--- config.mk ---
export PLATFORM = sky130hd
export DESIGN_NAME = chroma_key_gradient_fill_unit_flat
export DESIGN_NICKNAME = d
export VERILOG_FILES = /design/src/rtl/ckgf_pkg.sv /design/src/rtl/ckgf_stream_if.sv /design/src/rtl/ckgf_grad_unit.sv /design/src/rtl/chroma_key_gradient_fill_unit.sv /design/src/flat_wrapper.sv
export SDC_FILE = /design/constraint.sdc
export NUM_CORES = 1
export LEC_CHECK = 0
export ABC_CLOCK_PERIOD_IN_PS = 9700
export BUFFER_PORTS_ARGS = -buffer_cell sky130_fd_sc_hd__buf_4
export CORE_MARGIN = 2
export CORE_UTILIZATION = 30
export CTS_BUF_LIST = sky130_fd_sc_hd__clkbuf_16
export DETAILED_ROUTE_END_ITERATION = 16
export HOLD_SLACK_MARGIN = 0.08
export SLEW_MARGIN = 20
export SYNTH_ARGS = -nofsm -noshare
export SYNTH_HDL_FRONTEND = slang
export SYNTH_SLANG_ARGS = --single-unit
--- constraint.sdc ---
create_clock -name clk -period 9.7 [get_ports clk]
set_input_delay 1.94 -clock clk [delete_from_list [all_inputs] [get_ports clk]]
set_output_delay 1.94 -clock clk [all_outputs]
set_load 0.005 [all_outputs]
--- src/rtl/ckgf_pkg.sv ---
// ----------------------------------------------------------------------------
// ckgf_pkg
// Shared types and constants for the chroma key gradient fill unit.
// ----------------------------------------------------------------------------
package ckgf_pkg;

    // channel and color widths
    localparam int CHAN_W   = 8;
    localparam int COLOR_W  = 24;

    // configuration port
    localparam int CFG_IDX_W  = 3;
    localparam int CFG_DATA_W = 24;
    localparam int CFG_DIM_W  = 13;

    localparam logic [CFG_IDX_W-1:0] REG_FRAME_WIDTH  = 3'd0;
    localparam logic [CFG_IDX_W-1:0] REG_FRAME_HEIGHT = 3'd1;
    localparam logic [CFG_IDX_W-1:0] REG_KEY_COLOR    = 3'd2;
    localparam logic [CFG_IDX_W-1:0] REG_TOP_COLOR    = 3'd3;
    localparam logic [CFG_IDX_W-1:0] REG_BOTTOM_COLOR = 3'd4;

    // register reset values
    localparam logic [CFG_DIM_W-1:0] FRAME_WIDTH_RST  = 13'd640;
    localparam logic [CFG_DIM_W-1:0] FRAME_HEIGHT_RST = 13'd480;
    localparam logic [COLOR_W-1:0]   KEY_COLOR_RST    = 24'hFF00FF;
    localparam logic [COLOR_W-1:0]   TOP_COLOR_RST    = 24'hFFFFFF;
    localparam logic [COLOR_W-1:0]   BOTTOM_COLOR_RST = 24'hFFFFFF;

    // default largest frame dimension
    localparam int MAX_SIZE_DEF = 4096;

    // channel select codes for the gradient unit
    localparam logic [1:0] CH_RED   = 2'd0;
    localparam logic [1:0] CH_GREEN = 2'd1;
    localparam logic [1:0] CH_BLUE  = 2'd2;

    // top level sequencer
    typedef enum logic [1:0] {
        ST_RUN,
        ST_GRAD,
        ST_EMIT
    } top_state_t;

    // gradient unit sequencer
    typedef enum logic [1:0] {
        GS_IDLE,
        GS_MUL_BOT,
        GS_MUL_TOP,
        GS_DIV
    } grad_state_t;

    // gradient unit status
    typedef struct packed {
        logic busy;
        logic done;
    } grad_stat_t;

endpackage

--- src/rtl/ckgf_stream_if.sv ---
// ----------------------------------------------------------------------------
// ckgf_stream_if
// Valid/ready pixel channels: incoming RGBA word and outgoing RGBA word.
// ----------------------------------------------------------------------------
interface ckgf_in_if;
    logic                        valid;
    logic                        ready;
    logic [ckgf_pkg::CHAN_W-1:0] red_in;
    logic [ckgf_pkg::CHAN_W-1:0] green_in;
    logic [ckgf_pkg::CHAN_W-1:0] blue_in;
    logic [ckgf_pkg::CHAN_W-1:0] alpha_in;

    modport source (output valid, red_in, green_in, blue_in, alpha_in, input ready);
    modport sink   (input valid, red_in, green_in, blue_in, alpha_in, output ready);
endinterface

interface ckgf_out_if;
    logic                        valid;
    logic                        ready;
    logic [ckgf_pkg::CHAN_W-1:0] red_out;
    logic [ckgf_pkg::CHAN_W-1:0] green_out;
    logic [ckgf_pkg::CHAN_W-1:0] blue_out;
    logic [ckgf_pkg::CHAN_W-1:0] alpha_out;
    logic                        frame_last;

    modport source (output valid, red_out, green_out, blue_out, alpha_out, frame_last,
                    input ready);
    modport sink   (input valid, red_out, green_out, blue_out, alpha_out, frame_last,
                    output ready);
endinterface

--- src/rtl/ckgf_grad_unit.sv ---
// ----------------------------------------------------------------------------
// ckgf_grad_unit
// Row gradient color: one shared multiplier and one compare/subtract stage,
// stepped per channel through a bottom multiply, a top multiply and a divide.
// ----------------------------------------------------------------------------
module ckgf_grad_unit #(
    parameter int DIM_W = 13
) (
    input  logic                          clk,
    input  logic                          rst_n,
    input  logic                          start,
    input  logic [DIM_W-1:0]              row,
    input  logic [DIM_W-1:0]              height,
    input  logic [ckgf_pkg::COLOR_W-1:0]  top_color,
    input  logic [ckgf_pkg::COLOR_W-1:0]  bottom_color,
    output ckgf_pkg::grad_stat_t          stat,
    output logic [ckgf_pkg::COLOR_W-1:0]  color
);
    import ckgf_pkg::*;

    localparam int NUM_W = DIM_W + CHAN_W;

    grad_state_t          state_reg, state_next;
    logic [1:0]           chan_reg, chan_next;
    logic [2:0]           bit_reg, bit_next;
    logic                 done_reg, done_next;
    logic [DIM_W-1:0]     row_reg, row_next;
    logic [DIM_W-1:0]     h_reg, h_next;
    logic [NUM_W-1:0]     num_reg, num_next;
    logic [CHAN_W-1:0]    q_reg, q_next;
    logic [COLOR_W-1:0]   color_reg, color_next;

    logic [CHAN_W-1:0]    top_ch, bot_ch, mul_b;
    logic [DIM_W-1:0]     mul_a;
    logic [NUM_W-1:0]     prod, trial;
    logic                 ge;
    logic [CHAN_W-1:0]    q_new;

    // channel select
    always_comb
    begin
        case (chan_reg)
            CH_RED:
            begin
                top_ch = top_color[23:16];
                bot_ch = bottom_color[23:16];
            end
            CH_GREEN:
            begin
                top_ch = top_color[15:8];
                bot_ch = bottom_color[15:8];
            end
            default:
            begin
                top_ch = top_color[7:0];
                bot_ch = bottom_color[7:0];
            end
        endcase
    end

    // shared multiplier: row*bottom, then (h-row)*top
    assign mul_a = (state_reg == GS_MUL_BOT) ? row_reg : (h_reg - row_reg);
    assign mul_b = (state_reg == GS_MUL_BOT) ? bot_ch : top_ch;
    assign prod  = NUM_W'(mul_a) * NUM_W'(mul_b);

    // shared compare/subtract for one quotient bit
    assign trial = NUM_W'(h_reg) << bit_reg;
    assign ge    = (num_reg >= trial);
    assign q_new = {q_reg[CHAN_W-2:0], ge};

    // next state
    always_comb
    begin
        state_next = state_reg;
        case (state_reg)
            GS_IDLE:
            begin
                if (start)
                    state_next = GS_MUL_BOT;
            end
            GS_MUL_BOT: state_next = GS_MUL_TOP;
            GS_MUL_TOP: state_next = GS_DIV;
            GS_DIV:
            begin
                if (bit_reg == 3'd0)
                    state_next = (chan_reg == CH_BLUE) ? GS_IDLE : GS_MUL_BOT;
            end
            default: state_next = GS_IDLE;
        endcase
    end

    // datapath and counters
    always_comb
    begin
        chan_next  = chan_reg;
        bit_next   = bit_reg;
        done_next  = 1'b0;
        row_next   = row_reg;
        h_next     = h_reg;
        num_next   = num_reg;
        q_next     = q_reg;
        color_next = color_reg;
        case (state_reg)
            GS_IDLE:
            begin
                if (start)
                begin
                    row_next  = row;
                    h_next    = height;
                    chan_next = CH_RED;
                end
            end
            GS_MUL_BOT:
            begin
                num_next = prod;
            end
            GS_MUL_TOP:
            begin
                num_next = num_reg + prod;
                bit_next = 3'd7;
            end
            GS_DIV:
            begin
                if (ge)
                    num_next = num_reg - trial;
                q_next   = q_new;
                bit_next = bit_reg - 3'd1;
                if (bit_reg == 3'd0)
                begin
                    case (chan_reg)
                        CH_RED:   color_next[23:16] = q_new;
                        CH_GREEN: color_next[15:8]  = q_new;
                        default:  color_next[7:0]   = q_new;
                    endcase
                    chan_next = chan_reg + 2'd1;
                    done_next = (chan_reg == CH_BLUE);
                end
            end
            default: ;
        endcase
    end

    // control registers
    always_ff @(posedge clk or negedge rst_n)
    begin
        if (!rst_n)
        begin
            state_reg <= GS_IDLE;
            chan_reg  <= CH_RED;
            bit_reg   <= 3'd0;
            done_reg  <= 1'b0;
        end
        else
        begin
            state_reg <= state_next;
            chan_reg  <= chan_next;
            bit_reg   <= bit_next;
            done_reg  <= done_next;
        end
    end

    // payload registers
    always_ff @(posedge clk)
    begin
        row_reg   <= row_next;
        h_reg     <= h_next;
        num_reg   <= num_next;
        q_reg     <= q_next;
        color_reg <= color_next;
    end

    assign stat.busy = (state_reg != GS_IDLE);
    assign stat.done = done_reg;
    assign color     = color_reg;

    // a new row is only started while the unit is idle
    a_start_idle: assert property (@(posedge clk) disable iff (!rst_n)
        start |-> state_reg == GS_IDLE)
        else $error("gradient start while busy");

    // done follows the last divide step of the blue channel
    a_done_src: assert property (@(posedge clk) disable iff (!rst_n)
        done_reg |-> $past(state_reg == GS_DIV && bit_reg == 3'd0 && chan_reg == CH_BLUE))
        else $error("gradient done without final divide step");

    // a bottom multiply is always followed by a top multiply
    a_mul_pair: assert property (@(posedge clk) disable iff (!rst_n)
        state_reg == GS_MUL_BOT |=> state_reg == GS_MUL_TOP)
        else $error("multiply sequence broken");

endmodule

--- src/rtl/chroma_key_gradient_fill_unit.sv ---
// ----------------------------------------------------------------------------
// chroma_key_gradient_fill_unit
// Replaces key-colored RGB pixels with a per-row vertical gradient color.
//
//   channel   dir   handshake        payload
//   pix_in    in    valid / ready    red_in, green_in, blue_in, alpha_in
//   pix_out   out   valid / ready    red_out, green_out, blue_out, alpha_out,
//                                    frame_last
//   cfg       in    cfg_we           cfg_index, cfg_data
//
// A pixel that is not at column 0 goes straight to the output register; a new
// word is taken while the output register is drained in the same cycle.
// The first pixel of a row is held: the sequencer starts the shared multiply and
// divide unit, waits for its done after all three channels, then emits the word.
// Reset clears counters and control state and loads the register defaults.
// A stalled output holds its word; input is refused until it is taken.
// ----------------------------------------------------------------------------
module chroma_key_gradient_fill_unit #(
    parameter int MAX_SIZE = ckgf_pkg::MAX_SIZE_DEF
) (
    input  logic                             clk,
    input  logic                             rst_n,
    ckgf_in_if.sink                          pix_in,
    ckgf_out_if.source                       pix_out,
    input  logic                             cfg_we,
    input  logic [ckgf_pkg::CFG_IDX_W-1:0]   cfg_index,
    input  logic [ckgf_pkg::CFG_DATA_W-1:0]  cfg_data
);
    import ckgf_pkg::*;

    localparam int EFF_W = $clog2(MAX_SIZE + 1);
    localparam int DIM_W = (EFF_W > CFG_DIM_W) ? EFF_W : CFG_DIM_W;
    localparam int CNT_W = $clog2(MAX_SIZE);
    localparam logic [DIM_W-1:0] DIM_MAX = DIM_W'(MAX_SIZE);
    localparam logic [DIM_W-1:0] DIM_ONE = DIM_W'(1);

    // configuration registers
    logic [CFG_DIM_W-1:0] width_reg, height_reg;
    logic [COLOR_W-1:0]   key_reg, top_reg, bottom_reg;

    // control
    top_state_t           state_reg, state_next;
    logic [CNT_W-1:0]     col_reg, col_next;
    logic [CNT_W-1:0]     row_reg, row_next;
    logic                 out_valid_reg, out_valid_next;

    // payload
    logic [CHAN_W-1:0]    hold_r_reg, hold_g_reg, hold_b_reg, hold_a_reg;
    logic                 hold_last_reg;
    logic [CHAN_W-1:0]    out_r_reg, out_g_reg, out_b_reg, out_a_reg;
    logic                 out_last_reg;
    logic [CHAN_W-1:0]    out_r_next, out_g_next, out_b_next, out_a_next;
    logic                 out_last_next;

    logic [DIM_W-1:0]     w_eff, h_eff, col_ext, row_ext, grad_row;
    logic                 col_last, row_last, frame_last_now, col_zero;
    logic                 out_free, accept, in_ready, grad_start, out_load, emitting;
    logic [CHAN_W-1:0]    src_r, src_g, src_b, src_a;
    logic                 keyed;
    grad_stat_t           grad_stat;
    logic [COLOR_W-1:0]   grad_color;

    // clamp a dimension register to 1..MAX_SIZE
    function automatic logic [DIM_W-1:0] clamp_dim(input logic [CFG_DIM_W-1:0] v);
        logic [DIM_W-1:0] x;
        x = DIM_W'(v);
        if (x == '0)
            return DIM_ONE;
        else if (x > DIM_MAX)
            return DIM_MAX;
        else
            return x;
    endfunction

    // configuration writes
    always_ff @(posedge clk or negedge rst_n)
    begin
        if (!rst_n)
        begin
            width_reg  <= FRAME_WIDTH_RST;
            height_reg <= FRAME_HEIGHT_RST;
            key_reg    <= KEY_COLOR_RST;
            top_reg    <= TOP_COLOR_RST;
            bottom_reg <= BOTTOM_COLOR_RST;
        end
        else if (cfg_we)
        begin
            case (cfg_index)
                REG_FRAME_WIDTH:  width_reg  <= cfg_data[CFG_DIM_W-1:0];
                REG_FRAME_HEIGHT: height_reg <= cfg_data[CFG_DIM_W-1:0];
                REG_KEY_COLOR:    key_reg    <= cfg_data[COLOR_W-1:0];
                REG_TOP_COLOR:    top_reg    <= cfg_data[COLOR_W-1:0];
                REG_BOTTOM_COLOR: bottom_reg <= cfg_data[COLOR_W-1:0];
                default: ;
            endcase
        end
    end

    // position flags
    assign w_eff          = clamp_dim(width_reg);
    assign h_eff          = clamp_dim(height_reg);
    assign col_ext        = DIM_W'(col_reg);
    assign row_ext        = DIM_W'(row_reg);
    assign col_last       = (col_ext >= w_eff - DIM_ONE);
    assign row_last       = (row_ext >= h_eff - DIM_ONE);
    assign frame_last_now = col_last && row_last;
    assign col_zero       = (col_reg == '0);
    assign grad_row       = row_last ? (h_eff - DIM_ONE) : row_ext;

    assign out_free = !out_valid_reg || pix_out.ready;
    assign accept   = in_ready && pix_in.valid;
    assign emitting = (state_reg == ST_EMIT);

    // sequencer next state
    always_comb
    begin
        state_next = state_reg;
        case (state_reg)
            ST_RUN:
            begin
                if (accept && col_zero)
                    state_next = ST_GRAD;
            end
            ST_GRAD:
            begin
                if (grad_stat.done)
                    state_next = ST_EMIT;
            end
            ST_EMIT:
            begin
                if (out_free)
                    state_next = ST_RUN;
            end
            default: state_next = ST_RUN;
        endcase
    end

    // sequencer outputs
    always_comb
    begin
        in_ready   = 1'b0;
        grad_start = 1'b0;
        out_load   = 1'b0;
        case (state_reg)
            ST_RUN:
            begin
                in_ready   = out_free;
                grad_start = pix_in.valid && out_free && col_zero;
                out_load   = pix_in.valid && out_free && !col_zero;
            end
            ST_EMIT:
            begin
                out_load = out_free;
            end
            default: ;
        endcase
    end

    assign pix_in.ready = in_ready;

    // row gradient color
    ckgf_grad_unit #(
        .DIM_W (DIM_W)
    ) u_grad (
        .clk          (clk),
        .rst_n        (rst_n),
        .start        (grad_start),
        .row          (grad_row),
        .height       (h_eff),
        .top_color    (top_reg),
        .bottom_color (bottom_reg),
        .stat         (grad_stat),
        .color        (grad_color)
    );

    // counters advance on every accepted word
    always_comb
    begin
        col_next = col_reg;
        row_next = row_reg;
        if (accept)
        begin
            if (col_last)
            begin
                col_next = '0;
                row_next = row_last ? '0 : row_reg + CNT_W'(1);
            end
            else
            begin
                col_next = col_reg + CNT_W'(1);
            end
        end
    end

    // key match and replacement
    assign src_r = emitting ? hold_r_reg : pix_in.red_in;
    assign src_g = emitting ? hold_g_reg : pix_in.green_in;
    assign src_b = emitting ? hold_b_reg : pix_in.blue_in;
    assign src_a = emitting ? hold_a_reg : pix_in.alpha_in;
    assign keyed = ({src_r, src_g, src_b} == key_reg);

    always_comb
    begin
        out_r_next    = keyed ? grad_color[23:16] : src_r;
        out_g_next    = keyed ? grad_color[15:8]  : src_g;
        out_b_next    = keyed ? grad_color[7:0]   : src_b;
        out_a_next    = src_a;
        out_last_next = emitting ? hold_last_reg : frame_last_now;
    end

    // output valid
    always_comb
    begin
        if (out_load)
            out_valid_next = 1'b1;
        else if (pix_out.ready)
            out_valid_next = 1'b0;
        else
            out_valid_next = out_valid_reg;
    end

    // control registers
    always_ff @(posedge clk or negedge rst_n)
    begin
        if (!rst_n)
        begin
            state_reg     <= ST_RUN;
            col_reg       <= '0;
            row_reg       <= '0;
            out_valid_reg <= 1'b0;
        end
        else
        begin
            state_reg     <= state_next;
            col_reg       <= col_next;
            row_reg       <= row_next;
            out_valid_reg <= out_valid_next;
        end
    end

    // held word for the first pixel of a row
    always_ff @(posedge clk)
    begin
        if (grad_start)
        begin
            hold_r_reg    <= pix_in.red_in;
            hold_g_reg    <= pix_in.green_in;
            hold_b_reg    <= pix_in.blue_in;
            hold_a_reg    <= pix_in.alpha_in;
            hold_last_reg <= frame_last_now;
        end
    end

    // output word register
    always_ff @(posedge clk)
    begin
        if (out_load)
        begin
            out_r_reg    <= out_r_next;
            out_g_reg    <= out_g_next;
            out_b_reg    <= out_b_next;
            out_a_reg    <= out_a_next;
            out_last_reg <= out_last_next;
        end
    end

    assign pix_out.valid      = out_valid_reg;
    assign pix_out.red_out    = out_r_reg;
    assign pix_out.green_out  = out_g_reg;
    assign pix_out.blue_out   = out_b_reg;
    assign pix_out.alpha_out  = out_a_reg;
    assign pix_out.frame_last = out_last_reg;

    // gradient completes only while the sequencer waits for it
    a_done_in_grad: assert property (@(posedge clk) disable iff (!rst_n)
        grad_stat.done |-> state_reg == ST_GRAD)
        else $error("gradient done outside wait state");

    // while waiting, the gradient unit is working or just finished
    a_grad_alive: assert property (@(posedge clk) disable iff (!rst_n)
        state_reg == ST_GRAD |-> grad_stat.busy || grad_stat.done)
        else $error("waiting on an idle gradient unit");

    // a pending last word of the frame means the counters have wrapped
    a_wrap: assert property (@(posedge clk) disable iff (!rst_n)
        (state_reg == ST_RUN && out_valid_reg && out_last_reg)
            |-> (col_reg == '0 && row_reg == '0))
        else $error("frame end without counter wrap");

endmodule
--- src/flat_wrapper.sv ---
// flat-port wrapper written by rule: the top's interface ports become plain ports
module chroma_key_gradient_fill_unit_flat import ckgf_pkg::*;
#(
    parameter int MAX_SIZE = ckgf_pkg::MAX_SIZE_DEF
)
  (clk, rst_n, cfg_we, cfg_index, cfg_data, pix_in_valid, pix_in_red_in, pix_in_green_in, pix_in_blue_in, pix_in_alpha_in, pix_in_ready, pix_out_valid, pix_out_red_out, pix_out_green_out, pix_out_blue_out, pix_out_alpha_out, pix_out_frame_last, pix_out_ready);
  ckgf_in_if pix_in_i ();
  ckgf_out_if pix_out_i ();
  input  logic clk;
  input  logic rst_n;
  input  logic cfg_we;
  input  logic [ckgf_pkg::CFG_IDX_W-1:0] cfg_index;
  input  logic [ckgf_pkg::CFG_DATA_W-1:0] cfg_data;
  input wire logic [$bits(pix_in_i.valid)-1:0] pix_in_valid;
  input wire logic [$bits(pix_in_i.red_in)-1:0] pix_in_red_in;
  input wire logic [$bits(pix_in_i.green_in)-1:0] pix_in_green_in;
  input wire logic [$bits(pix_in_i.blue_in)-1:0] pix_in_blue_in;
  input wire logic [$bits(pix_in_i.alpha_in)-1:0] pix_in_alpha_in;
  output wire logic [$bits(pix_in_i.ready)-1:0] pix_in_ready;
  output wire logic [$bits(pix_out_i.valid)-1:0] pix_out_valid;
  output wire logic [$bits(pix_out_i.red_out)-1:0] pix_out_red_out;
  output wire logic [$bits(pix_out_i.green_out)-1:0] pix_out_green_out;
  output wire logic [$bits(pix_out_i.blue_out)-1:0] pix_out_blue_out;
  output wire logic [$bits(pix_out_i.alpha_out)-1:0] pix_out_alpha_out;
  output wire logic [$bits(pix_out_i.frame_last)-1:0] pix_out_frame_last;
  input wire logic [$bits(pix_out_i.ready)-1:0] pix_out_ready;
  assign pix_in_i.valid = pix_in_valid;
  assign pix_in_i.red_in = pix_in_red_in;
  assign pix_in_i.green_in = pix_in_green_in;
  assign pix_in_i.blue_in = pix_in_blue_in;
  assign pix_in_i.alpha_in = pix_in_alpha_in;
  assign pix_in_ready = pix_in_i.ready;
  assign pix_out_valid = pix_out_i.valid;
  assign pix_out_red_out = pix_out_i.red_out;
  assign pix_out_green_out = pix_out_i.green_out;
  assign pix_out_blue_out = pix_out_i.blue_out;
  assign pix_out_alpha_out = pix_out_i.alpha_out;
  assign pix_out_frame_last = pix_out_i.frame_last;
  assign pix_out_i.ready = pix_out_ready;
  chroma_key_gradient_fill_unit #(.MAX_SIZE(MAX_SIZE)) u_core (.clk(clk), .rst_n(rst_n), .pix_in(pix_in_i), .pix_out(pix_out_i), .cfg_we(cfg_we), .cfg_index(cfg_index), .cfg_data(cfg_data));
endmodule
==> flow_metrics.tcl <==
set metrics [dict create \
    hold_class "reg -> reg" \
    worst-path-max-fanout 8 \
    die-area_mm2 0.0660 \
    grt_pass1_wl_um 79100 \
    synth_warnings 0 \
    syn_area_mm2 0.0192 \
    finalCritPeriodShare_pct 89.9 \
    fin_cells 2789 \
    post-route-min-period_ns 8.72 \
    dr.pass1.iters 5 \
    synth.area.top_cells "edfxtp_1, dfstp_2, ha_1" \
    synthToLayoutAreaGrowth_pct 14.9 \
    synth_ff_type "edfxtp_1" \
    clock_latency_ns 0.59 \
    diodes 0 \
    hold_violations 0 \
    drive_above_1_share_pct 20.4 \
    final_util_pct 34.9 \
    synth-async-reset-ratio_pct 48.0 \
    fin_setup_tns_ns 0 \
    r2r_cells 30 \
    vias 14200 \
    overflow 0 \
    clkTransAtPathRegs_ns 0.06 \
    antenna_found_initial 0 \
    setup_ws_ns 0.976 \
    synth_top_area_share_pct 22.5 \
    vias_per_cell 5.08 \
    die_width_um 257 \
    drv_slew 0 \
    status "finished clean" \
    synth_edf_count 144 \
    cp-start-kind "flop" \
    min_to "u_core.u_grad.color[23]" \
    critPathMaxStageDelay_ns 0.64 \
    setup_viol 0 \
    drc_errors 0 \
    die_h_um 257 \
    ctsHoldBuffers 0 \
    grtUsageTotal_pct 14.8 \
    cts_setup_buffers 0 \
    cts_max_path_buffers 3 \
    cts-root-buf "clkbuf_16" \
    cp-end-kind "flop" \
    tightest_slew_ns 1.08 \
    io_pins 99 \
    r2r_slack_ns 0.98 \
    globalplace.congestion 0.887 \
    numCtsBuffers 31 \
    required_ns 10.04 \
    grt_pass1_vias 14500 \
    nets 2183 \
    fill_cells 6373 \
    post-place-cells 2731 \
    drt_wl_total_um 49500 \
    dp_slack_ns 1.04 \
    r2r_end "u_core.u_grad.num_reg[20]" \
    fmax_mhz 115 \
    drt-initial-drc-count 875 \
    rows 92 \
    avgRoutedWirePerCell_um 17.8 \
    rsz0062_at_grt "no" \
    synth_fp_nets 2094 \
    cts.htree.levels 1 \
    seq_area_frac_synth_pct 40.4 \
    reg2reg_from "u_core.u_grad.h_reg[1]" \
    core_area_mm2 0.0631 \
    path_class "reg -> reg" \
    slew_headroom_pct 27.8 \
    hold_path_depth 0 \
    dp_hpwl_um 37500 \
    port_buffers 98 \
    cts_tree "built" \
    syn_inst 1829 \
    arrival_ns 9.07 \
    syn_area_per_cell_um2 10.5 \
    fin_skew_ns 0.0238 \
    yosysTopAreaCell "edfxtp_1" \
    min_from "u_core.u_grad.q_reg[6]" \
    ctsResizeCount 0 \
    ys_types 79 \
    ys_ff_latch 277 \
    grt_max_degree 82 \
    initial_core_util_pct 30.4 \
    critPathSlowestCell "a2111oi_0" \
    cts_sinks 277 \
    max-cap-violations 0 \
    drt.antenna.violating_nets 0 \
]
## cells by family (layout without fill, tap and decap cells)
| kind of cell | after synthesis | after routing | synth area share [%] |
|---|---|---|---|
| compound gates | 362 | 362 | 12.3 |
| xor+xnor | 96 | 96 | 4.46 |
| fa+ha+maj | 201 | 201 | 15.8 |
| buf+inv | 222 | 336 | 4.42 |
| flops | 277 | 277 | 40.4 |
| mux | 177 | 177 | 10.2 |
| other cells | 1 | 1 | 0.0196 |
| simple gates | 493 | 493 | 12.4 |
## per-stage QoR
step	instance area, um^2	hold WS, ns
after global placement	20900	0.450
final	22000	0.481
after CTS	22000	0.486
after global routing	22000	0.502
after floorplan	19200	0.433
after detailed placement	21000	0.463
## worst max-delay path by stage
stage,from,to,slack [ns],cells past startpoint
3_5_place_dp,u_core.u_grad.h_reg[1],u_core.u_grad.num_reg[20],1.04,30
6_report,u_core.u_grad.h_reg[1],u_core.u_grad.num_reg[20],0.98,30
4_1_cts,u_core.u_grad.h_reg[1],u_core.u_grad.num_reg[20],1.01,30
2_1_floorplan,u_core.u_grad.row_reg[1],u_core.u_grad.num_reg[20],1.95,34
3_3_place_gp,u_core.u_grad.h_reg[1],u_core.u_grad.num_reg[20],1.25,30
5_1_grt,u_core.u_grad.row_reg[1],u_core.u_grad.num_reg[20],0.40,31
## critical path, delay by kind of cell (launching register included)
family / cells / cell delay (ns)
AOI/OAI and AO/OA: 14 / 3.64
DFF: 1 / 0.47
buffers and inverters: 2 / 0.09
adders and majority gates: 7 / 3.00
xor gates and xnor gates: 2 / 0.56
and+or+nand+nor: 5 / 0.75
## layer usage
metal	track usage, %	part of all wire [%]	wire (um)	vias to the layer above
met3	2.50	5.4	2690	85
met4	4.23	2.7	1320	0
met1	19.4	44	21900	6988
met5	0	0	0	-
li1	-	-	-	6706
met2	25.1	48	23600	393
## cell usage after synthesis (3+ instances only)
| cell type | n |
|---|---|
| a211oi_1 | 12 |
| a21boi_0 | 3 |
| a21o_1 | 38 |
| a21oi_1 | 69 |
| a221o_1 | 4 |
| a22o_1 | 10 |
| a22oi_1 | 37 |
| a31oi_1 | 7 |
| and2_1 | 3 |
| and3_1 | 16 |
| buf_1 | 5 |
| buf_4 | 3 |
| clkbuf_1 | 56 |
| dfrtp_1 | 63 |
| dfstp_2 | 70 |
| edfxtp_1 | 144 |
| fa_1 | 69 |
| ha_1 | 132 |
| inv_1 | 154 |
| mux2_2 | 105 |
| mux2i_1 | 67 |
| mux4_2 | 5 |
| nand2_1 | 120 |
| nand2b_1 | 10 |
| nand3_1 | 38 |
| nand4_1 | 15 |
| nor2_1 | 159 |
| nor2b_1 | 26 |
| nor3_1 | 32 |
| nor3_2 | 3 |
| nor3b_1 | 3 |
| nor4_1 | 13 |
| o211ai_1 | 16 |
| o21a_1 | 13 |
| o21ai_0 | 98 |
| o21ai_1 | 5 |
| o21bai_1 | 9 |
| o22ai_1 | 3 |
| o31ai_1 | 8 |
| or2_2 | 22 |
| or3_1 | 10 |
| or4_1 | 9 |
| xnor2_1 | 53 |
| xor2_1 | 42 |
## final cells by class
cell class	count	area [um^2]	area share [%]
repair buffers	122	943	4.28
flip-flops and latches	277	7740	35.1
well taps	846	1060	4.80
clock inverters	27	285	1.29
inverters	156	586	2.66
multi-input cells	1330	10600	48.3
clock buffers	31	776	3.52
## placed cells by master (no fill, tap or decap), drive strengths merged, types with 69 or more instances in the layout
master,netlist,routed
buf,10,122
mux2,105,105
o21ai,103,103
a21oi,69,69
dfstp,70,70
nand2,120,120
edfxtp,144,144
fa,69,69
nor2,159,159
ha,132,132
inv,154,166
Power is not shown: default switching activity piles up to over one toggle a cycle in this logic, so the estimate is an artifact.
